--- config.mk ---
export PLATFORM = sky130hd
export DESIGN_NAME = ipv4_ethernet_header_generator
export DESIGN_NICKNAME = d
export VERILOG_FILES = /design/src/rtl/ieh_pkg.sv /design/src/rtl/ipv4_ethernet_header_generator.sv /design/src/rtl/ieh_front.sv /design/src/rtl/ieh_queue.sv /design/src/rtl/ieh_back.sv
export SDC_FILE = /design/constraint.sdc
export NUM_CORES = 1
export LEC_CHECK = 0
export ABC_AREA = 1
export ABC_CLOCK_PERIOD_IN_PS = 8000
export BUFFER_PORTS_ARGS = -buffer_cell sky130_fd_sc_hd__buf_2
export CORE_ASPECT_RATIO = 0.5
export CORE_MARGIN = 2
export CORE_UTILIZATION = 25
export DETAILED_ROUTE_END_ITERATION = 6
export PLACE_DENSITY = 0.44
export SYNTH_ARGS = -nofsm -noshare
export SYNTH_HDL_FRONTEND = slang
export SYNTH_HIERARCHICAL = 1
export SYNTH_SLANG_ARGS = --single-unit
--- constraint.sdc ---
create_clock -name i_clk -period 8 [get_ports i_clk]
set_input_delay 1.6 -clock i_clk [delete_from_list [all_inputs] [get_ports i_clk]]
set_output_delay 1.6 -clock i_clk [all_outputs]
set_load 0.1 [all_outputs]
--- src/rtl/ieh_pkg.sv ---
// Package for the IPv4 / Ethernet header generator.
// Holds header constants, register indexes and the shared types; no dependencies.
package ieh_pkg;

    localparam int HDR_BYTES   = 34;
    localparam int IDX_W       = 6;
    localparam int CFG_IDX_W   = 8;
    localparam int CFG_DATA_W  = 48;
    localparam int TOTAL_W     = 12;
    localparam int QUEUE_DEPTH = 2;

    localparam logic [IDX_W-1:0] LAST_IDX = IDX_W'(HDR_BYTES - 1);

    // Configuration register indexes
    localparam logic [CFG_IDX_W-1:0] REG_SOURCE_IP    = CFG_IDX_W'(0);
    localparam logic [CFG_IDX_W-1:0] REG_SOURCE_MAC   = CFG_IDX_W'(1);
    localparam logic [CFG_IDX_W-1:0] REG_NEXT_HOP_MAC = CFG_IDX_W'(2);

    // Fixed header fields
    localparam logic [15:0] ETH_TYPE_IPV4 = 16'h0800;
    localparam logic [7:0]  IP_VER_IHL    = 8'h45;
    localparam logic [7:0]  IP_TOS        = 8'h00;
    localparam logic [15:0] IP_FRAG       = 16'h0000;
    localparam logic [7:0]  IP_TTL        = 8'd64;
    localparam logic [TOTAL_W-1:0] IP_HDR_LEN = TOTAL_W'(20);
    localparam logic [15:0] IDENT_RESET   = 16'd1;

    typedef struct packed {
        logic [31:0] source_ip;
        logic [47:0] source_mac;
        logic [47:0] next_hop_mac;
    } t_cfg;

    // One classified request on its way to the serializer
    typedef struct packed {
        logic [31:0]        dest_ip;
        logic [7:0]         protocol;
        logic [TOTAL_W-1:0] ip_len;
        logic [15:0]        ident;
        logic [15:0]        csum;
    } t_hdr_desc;

endpackage

--- src/rtl/ipv4_ethernet_header_generator.sv ---
// Top level of the IPv4 / Ethernet header generator.
// Depends on ieh_pkg, ieh_front, ieh_queue and ieh_back.
//
// Usage:
//   Request channel (i_in_valid / o_in_stall) carries one send request per beat:
//   destination IP, protocol and payload length. Result channel (o_out_valid /
//   i_out_stall) returns the 34-byte Ethernet II + IPv4 header, one byte per beat,
//   in wire order, with its byte index and o_last on byte 33.
//   Configuration channel (i_cfg_valid / o_cfg_ready, always ready) writes
//   register 0 source IP, 1 own MAC, 2 next-hop MAC; other indexes are dropped.
//   Write configuration only while no request is in flight.
// Timing:
//   The first header byte passes two front stages (capture, partial checksum sums),
//   the queue, then the output register. A request occupies the serializer for all
//   34 of its bytes, one byte per cycle through the single output register while
//   the output does not stall; requests of the next header are taken while the
//   current one still streams.
// Reset:
//   Synchronous, active low. Clears all valids and the queue, zeroes the
//   configuration registers and sets the identification counter to 1.
// Stall:
//   A stalled output byte holds; the serializer, then the queue, then the front
//   stages back up, and o_in_stall rises once the front is full.
module ipv4_ethernet_header_generator #(
    parameter int QUEUE_DEPTH = ieh_pkg::QUEUE_DEPTH
) (
    input  logic                              i_clk,
    input  logic                              i_rst_n,
    // request channel
    input  logic                              i_in_valid,
    output logic                              o_in_stall,
    input  logic [31:0]                       i_dest_ip,
    input  logic [7:0]                        i_protocol,
    input  logic [10:0]                       i_body_len,
    // result channel
    output logic                              o_out_valid,
    input  logic                              i_out_stall,
    output logic [7:0]                        o_header_byte,
    output logic [ieh_pkg::IDX_W-1:0]         o_byte_index,
    output logic                              o_last,
    // configuration channel
    input  logic                              i_cfg_valid,
    output logic                              o_cfg_ready,
    input  logic [ieh_pkg::CFG_IDX_W-1:0]     i_cfg_index,
    input  logic [ieh_pkg::CFG_DATA_W-1:0]    i_cfg_data
);
    import ieh_pkg::*;

    t_cfg      r_cfg;
    t_hdr_desc w_push_desc, w_head;
    logic      w_push, w_q_ready, w_pop, w_q_nonempty;

    assign o_cfg_ready = 1'b1;

    // Register file: take a write on every beat, drop unknown indexes
    always_ff @(posedge i_clk) begin
        if (!i_rst_n) begin
            r_cfg <= '0;
        end else if (i_cfg_valid) begin
            case (i_cfg_index)
                REG_SOURCE_IP:    r_cfg.source_ip    <= i_cfg_data[31:0];
                REG_SOURCE_MAC:   r_cfg.source_mac   <= i_cfg_data[47:0];
                REG_NEXT_HOP_MAC: r_cfg.next_hop_mac <= i_cfg_data[47:0];
                default:          r_cfg <= r_cfg;
            endcase
        end
    end

    ieh_front u_front (
        .i_clk         (i_clk),
        .i_rst_n       (i_rst_n),
        .i_cfg         (r_cfg),
        .i_in_valid    (i_in_valid),
        .o_in_stall    (o_in_stall),
        .i_dest_ip     (i_dest_ip),
        .i_protocol    (i_protocol),
        .i_body_len    (i_body_len),
        .o_push        (w_push),
        .o_desc        (w_push_desc),
        .i_q_ready     (w_q_ready)
    );

    ieh_queue #(
        .DEPTH (QUEUE_DEPTH)
    ) u_queue (
        .i_clk      (i_clk),
        .i_rst_n    (i_rst_n),
        .i_push     (w_push),
        .i_desc     (w_push_desc),
        .o_ready    (w_q_ready),
        .i_pop      (w_pop),
        .o_head     (w_head),
        .o_nonempty (w_q_nonempty)
    );

    ieh_back u_back (
        .i_clk         (i_clk),
        .i_rst_n       (i_rst_n),
        .i_cfg         (r_cfg),
        .i_head        (w_head),
        .i_q_nonempty  (w_q_nonempty),
        .o_pop         (w_pop),
        .o_out_valid   (o_out_valid),
        .i_out_stall   (i_out_stall),
        .o_header_byte (o_header_byte),
        .o_byte_index  (o_byte_index),
        .o_last        (o_last)
    );

endmodule

--- src/rtl/ieh_front.sv ---
// Front end: accepts requests, stamps identification, computes the header checksum.
// Depends on ieh_pkg; feeds ieh_queue.
module ieh_front (
    input  logic              i_clk,
    input  logic              i_rst_n,
    input  ieh_pkg::t_cfg     i_cfg,
    input  logic              i_in_valid,
    output logic              o_in_stall,
    input  logic [31:0]       i_dest_ip,
    input  logic [7:0]        i_protocol,
    input  logic [10:0]       i_body_len,
    output logic              o_push,
    output ieh_pkg::t_hdr_desc o_desc,
    input  logic              i_q_ready
);
    import ieh_pkg::*;

    logic               r_s1_vld, r_s2_vld;
    logic [31:0]        r_s1_dst, r_s2_dst;
    logic [7:0]         r_s1_proto, r_s2_proto;
    logic [TOTAL_W-1:0] r_s1_total, r_s2_total;
    logic [15:0]        r_s1_ident, r_s2_ident;
    logic [17:0]        r_s2_sum_a, r_s2_sum_b;
    logic [15:0]        r_ident;
    logic [15:0]        n_ident;

    logic        w_s2_free, w_s1_move, w_s1_free, w_accept;
    logic [17:0] w_sum_a, w_sum_b;
    logic [18:0] w_sum;
    logic [16:0] w_fold1, w_fold2;

    assign w_s2_free  = !r_s2_vld || i_q_ready;
    assign w_s1_move  = r_s1_vld && w_s2_free;
    assign w_s1_free  = !r_s1_vld || w_s2_free;
    assign o_in_stall = !w_s1_free;
    assign w_accept   = i_in_valid && w_s1_free;
    assign n_ident    = r_ident + 16'd1;

    // Partial sums: fixed words plus length, ident, TTL/protocol; then the addresses
    assign w_sum_a = 18'({IP_VER_IHL, IP_TOS}) + 18'(r_s1_total) + 18'(r_s1_ident)
                   + 18'({IP_TTL, r_s1_proto}) + 18'(IP_FRAG);
    assign w_sum_b = 18'(i_cfg.source_ip[31:16]) + 18'(i_cfg.source_ip[15:0])
                   + 18'(r_s1_dst[31:16]) + 18'(r_s1_dst[15:0]);

    // End-around carry fold, twice covers every sum
    assign w_sum   = 19'(r_s2_sum_a) + 19'(r_s2_sum_b);
    assign w_fold1 = 17'(w_sum[15:0]) + 17'(w_sum[18:16]);
    assign w_fold2 = 17'(w_fold1[15:0]) + 17'(w_fold1[16]);

    assign o_push           = r_s2_vld && i_q_ready;
    assign o_desc.dest_ip   = r_s2_dst;
    assign o_desc.protocol  = r_s2_proto;
    assign o_desc.ip_len    = r_s2_total;
    assign o_desc.ident     = r_s2_ident;
    assign o_desc.csum      = ~w_fold2[15:0];

    always_ff @(posedge i_clk) begin
        if (!i_rst_n) begin
            r_s1_vld <= 1'b0;
            r_s2_vld <= 1'b0;
            r_ident  <= IDENT_RESET;
        end else begin
            if (w_s1_free) begin
                r_s1_vld <= i_in_valid;
            end
            if (w_s2_free) begin
                r_s2_vld <= r_s1_vld;
            end
            if (w_accept) begin
                r_ident <= n_ident;
            end
        end
    end

    always_ff @(posedge i_clk) begin
        if (w_accept) begin
            r_s1_dst   <= i_dest_ip;
            r_s1_proto <= i_protocol;
            r_s1_total <= IP_HDR_LEN + TOTAL_W'(i_body_len);
            r_s1_ident <= r_ident;
        end
        if (w_s1_move) begin
            r_s2_dst   <= r_s1_dst;
            r_s2_proto <= r_s1_proto;
            r_s2_total <= r_s1_total;
            r_s2_ident <= r_s1_ident;
            r_s2_sum_a <= w_sum_a;
            r_s2_sum_b <= w_sum_b;
        end
    end

endmodule

--- src/rtl/ieh_queue.sv ---
// Short descriptor queue between front end and serializer.
// Depends on ieh_pkg for the descriptor type.
module ieh_queue #(
    parameter int DEPTH = ieh_pkg::QUEUE_DEPTH
) (
    input  logic               i_clk,
    input  logic               i_rst_n,
    input  logic               i_push,
    input  ieh_pkg::t_hdr_desc i_desc,
    output logic               o_ready,
    input  logic               i_pop,
    output ieh_pkg::t_hdr_desc o_head,
    output logic               o_nonempty
);
    import ieh_pkg::*;

    localparam int PTR_W = (DEPTH > 1) ? $clog2(DEPTH) : 1;
    localparam int CNT_W = $clog2(DEPTH + 1);
    localparam logic [PTR_W-1:0] PTR_LAST = PTR_W'(DEPTH - 1);
    localparam logic [CNT_W-1:0] CNT_FULL = CNT_W'(DEPTH);

    t_hdr_desc        r_mem [DEPTH];
    logic [PTR_W-1:0] r_wr_ptr, r_rd_ptr;
    logic [CNT_W-1:0] r_count;

    assign o_ready    = (r_count != CNT_FULL);
    assign o_nonempty = (r_count != '0);
    assign o_head     = r_mem[r_rd_ptr];

    always_ff @(posedge i_clk) begin
        if (!i_rst_n) begin
            r_wr_ptr <= '0;
            r_rd_ptr <= '0;
            r_count  <= '0;
        end else begin
            if (i_push) begin
                r_wr_ptr <= (r_wr_ptr == PTR_LAST) ? '0 : r_wr_ptr + PTR_W'(1);
            end
            if (i_pop) begin
                r_rd_ptr <= (r_rd_ptr == PTR_LAST) ? '0 : r_rd_ptr + PTR_W'(1);
            end
            if (i_push && !i_pop) begin
                r_count <= r_count + CNT_W'(1);
            end else if (i_pop && !i_push) begin
                r_count <= r_count - CNT_W'(1);
            end
        end
    end

    always_ff @(posedge i_clk) begin
        if (i_push) begin
            r_mem[r_wr_ptr] <= i_desc;
        end
    end

endmodule

--- src/rtl/ieh_back.sv ---
// Serializer: walks the 34 header bytes of the head descriptor into the output register.
// Depends on ieh_pkg; reads from ieh_queue.
module ieh_back (
    input  logic               i_clk,
    input  logic               i_rst_n,
    input  ieh_pkg::t_cfg      i_cfg,
    input  ieh_pkg::t_hdr_desc i_head,
    input  logic               i_q_nonempty,
    output logic               o_pop,
    output logic               o_out_valid,
    input  logic               i_out_stall,
    output logic [7:0]         o_header_byte,
    output logic [ieh_pkg::IDX_W-1:0] o_byte_index,
    output logic               o_last
);
    import ieh_pkg::*;

    localparam int HDR_W = HDR_BYTES * 8;

    logic             r_out_vld;
    logic [7:0]       r_out_byte;
    logic [IDX_W-1:0] r_out_idx;
    logic             r_out_last;
    logic [IDX_W-1:0] r_idx;

    logic             w_out_free, w_load, w_at_last;
    logic [IDX_W-1:0] w_rev;
    logic [HDR_W-1:0] w_hdr;

    // Wire order, byte 0 in the top bits
    assign w_hdr = {i_cfg.next_hop_mac, i_cfg.source_mac, ETH_TYPE_IPV4,
                    IP_VER_IHL, IP_TOS, 16'(i_head.ip_len), i_head.ident,
                    IP_FRAG, IP_TTL, i_head.protocol, i_head.csum,
                    i_cfg.source_ip, i_head.dest_ip};

    assign w_out_free = !r_out_vld || !i_out_stall;
    assign w_load     = w_out_free && i_q_nonempty;
    assign w_at_last  = (r_idx == LAST_IDX);
    assign w_rev      = LAST_IDX - r_idx;
    assign o_pop      = w_load && w_at_last;

    assign o_out_valid   = r_out_vld;
    assign o_header_byte = r_out_byte;
    assign o_byte_index  = r_out_idx;
    assign o_last        = r_out_last;

    always_ff @(posedge i_clk) begin
        if (!i_rst_n) begin
            r_out_vld <= 1'b0;
            r_idx     <= '0;
        end else begin
            if (w_out_free) begin
                r_out_vld <= i_q_nonempty;
            end
            if (w_load) begin
                r_idx <= w_at_last ? '0 : r_idx + IDX_W'(1);
            end
        end
    end

    always_ff @(posedge i_clk) begin
        if (w_load) begin
            r_out_byte <= w_hdr[{w_rev, 3'b000} +: 8];
            r_out_idx  <= r_idx;
            r_out_last <= w_at_last;
        end
    end

`ifndef ASSERT_OFF
    a_idx_range: assert property (@(posedge i_clk) disable iff (!i_rst_n)
        r_out_vld |-> (r_out_idx <= LAST_IDX))
        else $error("byte index beyond header");
    a_last_mark: assert property (@(posedge i_clk) disable iff (!i_rst_n)
        r_out_vld |-> (r_out_last == (r_out_idx == LAST_IDX)))
        else $error("last flag not on final byte");
    a_pop_at_end: assert property (@(posedge i_clk) disable iff (!i_rst_n)
        o_pop |=> (r_out_vld && r_out_last && r_idx == '0))
        else $error("descriptor released before its final byte");
    a_idx_step: assert property (@(posedge i_clk) disable iff (!i_rst_n)
        (w_load && !w_at_last) |=> (r_out_idx == $past(r_idx) && r_idx == $past(r_idx) + 6'd1))
        else $error("byte counter skipped");
`endif

endmodule
==> impl_metrics.ini, run 1 <==
[flow_run]
drv_cap = 0

[finish]
num_antenna_cells = 0
final_common_cell = nand2_1
drive_gt1_share_pct = 13.3
final_nets = 2957
fin_util_pct = 28.8
layout_common_cells = nand2_1, nor2_1, edfxtp_1
fillers = 10600
area_growth_pct = 14.0
design_area_um2 = 28800
final_cells = 4128

[clock_tree]
cts-resized-gates = 0
clkTransAtPathRegs_ns = 0.06
clk_latency_ns = 0.63
holdBufCountCts = 0
clockRootBuffer = clkbuf_16
clockBufferDepth = 3
cts_tree = done
cts_inserted_buffers = 54
cts.sinks = 512
post_cts_buffers = 0
cts.htree.levels = 2

[placed_design]
placed_cell_area_um2 = 27100
post-place-cells = 4029
post-dp-hpwl_um = 50700
gp_congestion = 0.821
io_buffers = 128

[route]
wl_per_cell_um = 17.4
postRouteAntennaNets = 0
routed_wirelength_um = 72000
first_iter_violations = 1166
via_per_inst = 4.29
dr.pass1.iters = 5
drc = 0
route.vias.total = 17700

[yosys]
synth_top_cell_area_share_pct = 42.1
synth_cell_types = 48
netlist_instances = 2640
syn-num-nets = 2856
synthTopCellsByArea = edfxtp_1, dfxtp_1, nand2_1
syn_area_per_cell_um2 = 9.57
async_reset_ff_share_pct = 0
ys_warn_count = 6
ys_seq_elements = 512
synth-edff-count = 354
yosysSeqAreaShare_pct = 54.6
synth_top_cell_by_area = edfxtp_1
synthesis.area_um2 = 25300
synth_ff_type = edfxtp_1

[global_route]
met2_usage_pct = 22.4
grt_use_met3_pct = 2.03
busiest_layer = met2
antenna_found_initial = 4
met1_usage_pct = 19.1
grt_start_max_net_pins = 81
grt_pass1_wl_um = 108000
grt_pass1_vias = 17200
overflow = 0
grt_usage_pct = 13.7

[timing]
hold-worst-slack_ns = 0.437
final_hold_viol_count = 0
slew_violations = 0
period_needed_ns = 5.59
tns_ns = 0
rsz0062_at_grt = false
fmax_mhz = 179
finClkSkew_ns = 0.0226
max_slew_margin_pct = 28.0
worstMarginPinSlew_ns = 1.08
period_share_pct = 69.9
setup_viol = 0

[critical_path]
slowest_stage = nor4_1
reg2reg_setup_slack_ns = 2.41
path_common_cell = nand2_1
required_ns = 8.36
critPathMaxStageDelay_ns = 0.57
startpoint_type = register
crit_type = reg2reg
path_max_fanout = 5
reg2reg_from = u_front/r_s2_sum_a[0]
endpoint_kind = register
ff2ff_path_depth = 32
worstPathArrival_ns = 5.95
reg2reg_to = u_queue/r_mem[1][13]

[die]
start_util_pct = 25.2
core.rowCount = 82
core_um2 = 100000
dieWidth_um = 454
fp.dieArea_um2 = 104000
pin_count = 130
fp.dieH_um = 229

[min_path]
hold_path.class = reg2reg
worstHoldPathCells = 0
hold_start = u_front/r_s2_ident[14]
hold_path_end = u_queue/r_mem[0][30]

[pwr]
power_density_nw_per_um2 = 231
power.leakage_nw = 11.6
vdd_drop_max_mv = 0.171

[outcome]
status = finished, final reports clean
-- cells in the mapped netlist, drive strengths merged (43+ instances only) --
library cell,number
inv,291
ha,61
fa,43
o21ai,46
nand3,303
nand2,598
dfxtp,158
mux2,84
edfxtp,354
a21oi,81
nor2,402
buf,84
-- critical path: cells and delay by family, from the launching register on --
| family | cells | cell delay, ns |
|---|---|---|
| buffers and inverters | 3 | 0.25 |
| adder cells (fa/ha/maj) | 5 | 1.39 |
| XOR/XNOR | 1 | 0.17 |
| AND/OR/NAND/NOR | 23 | 3.17 |
| flip-flops | 1 | 0.33 |
-- per-stage QoR --
step / total power [mW] / setup WS, ns
2_1_floorplan: 3.85 / 1.93
3_3_place_gp: 4.26 / 2.54
3_5_place_dp: 4.26 / 2.42
4_1_cts: 6.76 / 2.39
5_1_grt: 7.00 / 1.68
6_report: 6.66 / 2.41
-- worst max path at each step --
stage / slack, ns / cells after the start / end / startpoint
detailed placement: 2.42 / 38 / u_queue/r_mem[1][15] / u_front/r_s2_sum_a[0]
finish: 2.41 / 32 / u_queue/r_mem[1][13] / u_front/r_s2_sum_a[0]
floorplan: 1.93 / 4 / u_front/r_s2_dst[0] / u_queue/r_count[0]
global route: 1.68 / 33 / u_queue/r_mem[0][13] / u_front/r_s2_sum_a[5]
CTS: 2.39 / 38 / u_queue/r_mem[0][15] / u_front/r_s2_sum_a[0]
global placement: 2.54 / 38 / u_queue/r_mem[0][15] / u_front/r_s2_sum_a[0]
-- final cells by class --
type                    count  area (um^2)  share of cell area [%]
inverters                 296         1120                    3.88
multi-input cells        1729         9720                    33.7
flip-flops and latches    512        13800                    47.9
clock inverters            32          274                   0.951
well taps                1344         1680                    5.84
clock buffers              67         1430                    4.96
repair buffers            148          793                    2.75
-- kinds of logic (layout without fill, tap and decap cells) --
family                   after synthesis  after routing  synth area share [%]
AO/OA/AOI/OAI                        148            148                  3.12
buffers and inverters                399            543                  7.11
adder cells (fa/ha/maj)              104            104                  6.42
AND/OR/NAND/NOR                     1344           1344                  22.5
flip-flops                           512            512                  54.6
other                                  1              1                0.0148
XOR/XNOR                              48             48                  1.66
multiplexers                          84             84                  4.63
-- where the power goes --
group          internal [mW]  total, mW  switching, mW
registers               2.97       3.02         0.0506
clock network           1.37       2.47           1.10
logic                  0.332       1.17          0.837
-- sequential cells by signal, summed over array words and instances (netlist names), 2 cells and up, named ones only --
name and cells:
u_queue/r_mem 168, u_front/r_s2_sum_a 17, u_front/r_s1_proto 8, u_back/o_header_byte 8
u_front/r_s1_dst 32, u_front/r_s2_total 12, r_cfg 128, u_front/r_s2_sum_b 18
u_front/r_s2_ident 16, u_front/r_s2_dst 32, u_back/o_byte_index 6, u_front/r_s1_ident 16
u_front/r_ident 16, u_queue/r_count 2, u_front/r_s1_total 12, u_back/r_idx 6
u_front/r_s2_proto 8
-- metal layers --
layer	vias up	part of all wire [%]	wire, um
met4	6	1.8	1290
met5	-	0.060	43
li1	8830	-	-
met1	8521	48	34300
met2	286	47	33700
met3	82	3.8	2740
(Power assumes the default switching activity.)
==> run 2: changes to the inputs <==
- ABC_AREA: 1 -> 0
- ABC_CLOCK_PERIOD_IN_PS: 8000 -> 4800
- PLACE_DENSITY: 0.44 -> 0.46
- clock period: 8 -> 4.8 ns (I/O delays scaled with it)
==> run 2 against run 1 <==
The run now ends with negative setup slack left. Synthesized cell count fell by 33%. Global-route usage fell by 0.46 points. Wire length fell by 8.8%. First-iteration DRC count fell by 9.7%. Via count fell by 18%. Sequential cell count did not move. Fmax rose by 5.7%. Clock skew rose by 0.00064 ns. Total power rose by 67%. Combinational power rose by 56%. Synthesized area fell by 6.0%. Largest cell class unchanged.
==> impl_metrics.ini, run 2 <==
[timing]
setup_viol = 26
finClkSkew_ns = 0.0232
max_slew_margin_pct = 27.5
fin_ws_ns = -0.493
period_needed_ns = 5.29
final_hold_viol_count = 0
fmax_mhz = 189
worstMarginPinSlew_ns = 1.09
slew_violations = 0
period_share_pct = 110
rsz0062_at_grt = true
hold-worst-slack_ns = 0.445

[global_route]
antenna_found_initial = 11
grt_pass1_vias = 14500
grt_pass1_wl_um = 96400
grt_usage_pct = 13.2
overflow = 0
grt_start_max_net_pins = 115

[clock_tree]
clkTransAtPathRegs_ns = 0.06
holdBufCountCts = 0
clockRootBuffer = clkbuf_16
cts_tree = done
clk_latency_ns = 0.61
cts.sinks = 512
clockBufferDepth = 3
cts_inserted_buffers = 53
cts.htree.levels = 2

[critical_path]
path_max_fanout = 3
reg2reg_to = u_queue/r_mem[1][15]
slowest_stage = a31oi_1
critPathMaxStageDelay_ns = 0.44
required_ns = 5.11
reg2reg_from = u_front/r_s2_sum_b[0]
crit_type = reg2reg
endpoint_kind = register
ff2ff_path_depth = 31
worstPathArrival_ns = 5.61
reg2reg_setup_slack_ns = -0.49
startpoint_type = register
path_common_cell = buf_4

[finish]
final_common_cell = edfxtp_1
final_nets = 2201
drive_gt1_share_pct = 25.8
largest-register = u_queue/r_mem
num_antenna_cells = 0
top_regs = u_queue/r_mem (168), r_cfg (128)
layout_common_cells = edfxtp_1, nand2_1, mux2i_1
largest_reg_flops = 168
area_growth_pct = 19.8
final_cells = 3283

[pwr]
total_power_mw = 11.1
power_density_nw_per_um2 = 391
power.leakage_nw = 10.6
vdd_drop_max_mv = 0.239

[die]
core.rowCount = 79
dieWidth_um = 440
fp.dieArea_um2 = 97700
start_util_pct = 25.4
fp.dieH_um = 222
pin_count = 130
core_um2 = 93600

[route]
routed_wirelength_um = 65700
drc = 0
dr.pass1.iters = 5
wl_per_cell_um = 20.0
first_iter_violations = 1053
postRouteAntennaNets = 0
via_per_inst = 4.42
route.vias.total = 14500

[yosys]
synth_ff_type = edfxtp_1
ys_warn_count = 6
synth-edff-count = 354
synthesis.area_um2 = 23800
synth_most_common_cell = edfxtp_1
yosysSeqAreaShare_pct = 58.1
async_reset_ff_share_pct = 0
syn-num-nets = 1980
ys_seq_elements = 512
synth_top_cell_by_area = edfxtp_1
synth_top_cell_area_share_pct = 44.7
synthTopCellsByArea = edfxtp_1, dfxtp_1, mux2i_1
syn_area_per_cell_um2 = 13.5
synthTopCellsByCount = edfxtp_1, nand2_1, mux2i_1
synth_cell_types = 96
netlist_instances = 1764

[placed_design]
io_buffers = 128
gp_congestion = 0.797
post-dp-hpwl_um = 47500
post-place-cells = 3158

[min_path]
worstHoldPathCells = 0
hold_path_end = u_queue/r_mem[0][82]
hold_start = u_front/r_s2_dst[30]
hold_path.class = reg2reg

[outcome]
status = complete, but fails checks
violations = negative setup slack

[flow_run]
drv_cap = 0
-- run 2: worst max-delay path, delay by kind of cell (launching register included) --
| family | cells | cell delay [ns] |
|---|---|---|
| xor gates and xnor gates | 1 | 0.18 |
| buffers and inverters | 12 | 1.35 |
| DFF | 1 | 0.33 |
| adders and majority gates | 3 | 0.75 |
| AOI/OAI and AO/OA | 10 | 1.80 |
| and+or+nand+nor | 5 | 0.61 |
-- run 2: area by class of cell --
type	count	area (um^2)
fill	9351	65200
sequential	512	13800
multi-input combinational	1122	9530
timing repair buffer	241	1570
tap	1255	1570
clock buffer	69	1420
clock inverter	29	348
inverter	55	206
-- run 2: logic make-up (layout without fill, tap and decap cells) --
group | Yosys count | after routing | share of synthesized area (%)
other | 1 | 1 | 0.0158
adders and majority gates | 104 | 104 | 6.84
buffers and inverters | 130 | 394 | 2.79
AOI/OAI and AO/OA | 210 | 210 | 6.45
and+or+nand+nor | 443 | 443 | 8.70
xor gates and xnor gates | 78 | 78 | 3.05
muxes | 286 | 286 | 14.1
DFF | 512 | 512 | 58.1
-- run 2: worst max-delay path by stage --
stage / from / endpoint / cells after the start
after floorplan: u_front/r_s2_sum_b[0] / u_queue/r_mem[0][14] / 32
after detailed placement: u_front/r_s2_sum_b[0] / u_queue/r_mem[0][14] / 32
after global placement: u_front/r_s2_sum_b[0] / u_queue/r_mem[0][15] / 32
after CTS: u_front/r_s2_sum_b[0] / u_queue/r_mem[1][15] / 32
after global routing: u_front/r_s2_sum_b[0] / u_queue/r_mem[1][15] / 32
final: u_front/r_s2_sum_b[0] / u_queue/r_mem[1][15] / 31
-- run 2: timing repair --
item                                    4_1_cts  5_1_grt
endpoints found under the setup margin       24       30
gates resized for setup                      14        8
pin swaps                                     5        4
cloned                                        0        0
buffers inserted                             27        3
-- run 2: through the flow --
step	setup TNS [ns]	instance area [um^2]	util, %	worst slack [ns]
after floorplan	-1.41	23900	-	-0.262
after global placement	-4.80	26400	28.2	-0.397
after detailed placement	-7.12	26400	28.2	-0.529
after CTS	-7.35	28400	30.3	-0.484
after global routing	-14.73	28400	30.4	-0.777
final	-7.54	28400	30.4	-0.493
-- run 2: routing by layer --
metal  track usage (%)  routed length (um)  vias up
met4              3.12                1290        2
met3              1.73                2480       76
met2              21.2               30800      254
met1              19.0               31100     7272
li1                  -                   -     6912
met5                 0                  13        -
-- run 2: power by group --
| part | internal (mW) | switching [mW] |
|---|---|---|
| clock | 2.46 | 1.78 |
| sequential | 4.94 | 0.108 |
| combinational | 0.741 | 1.09 |
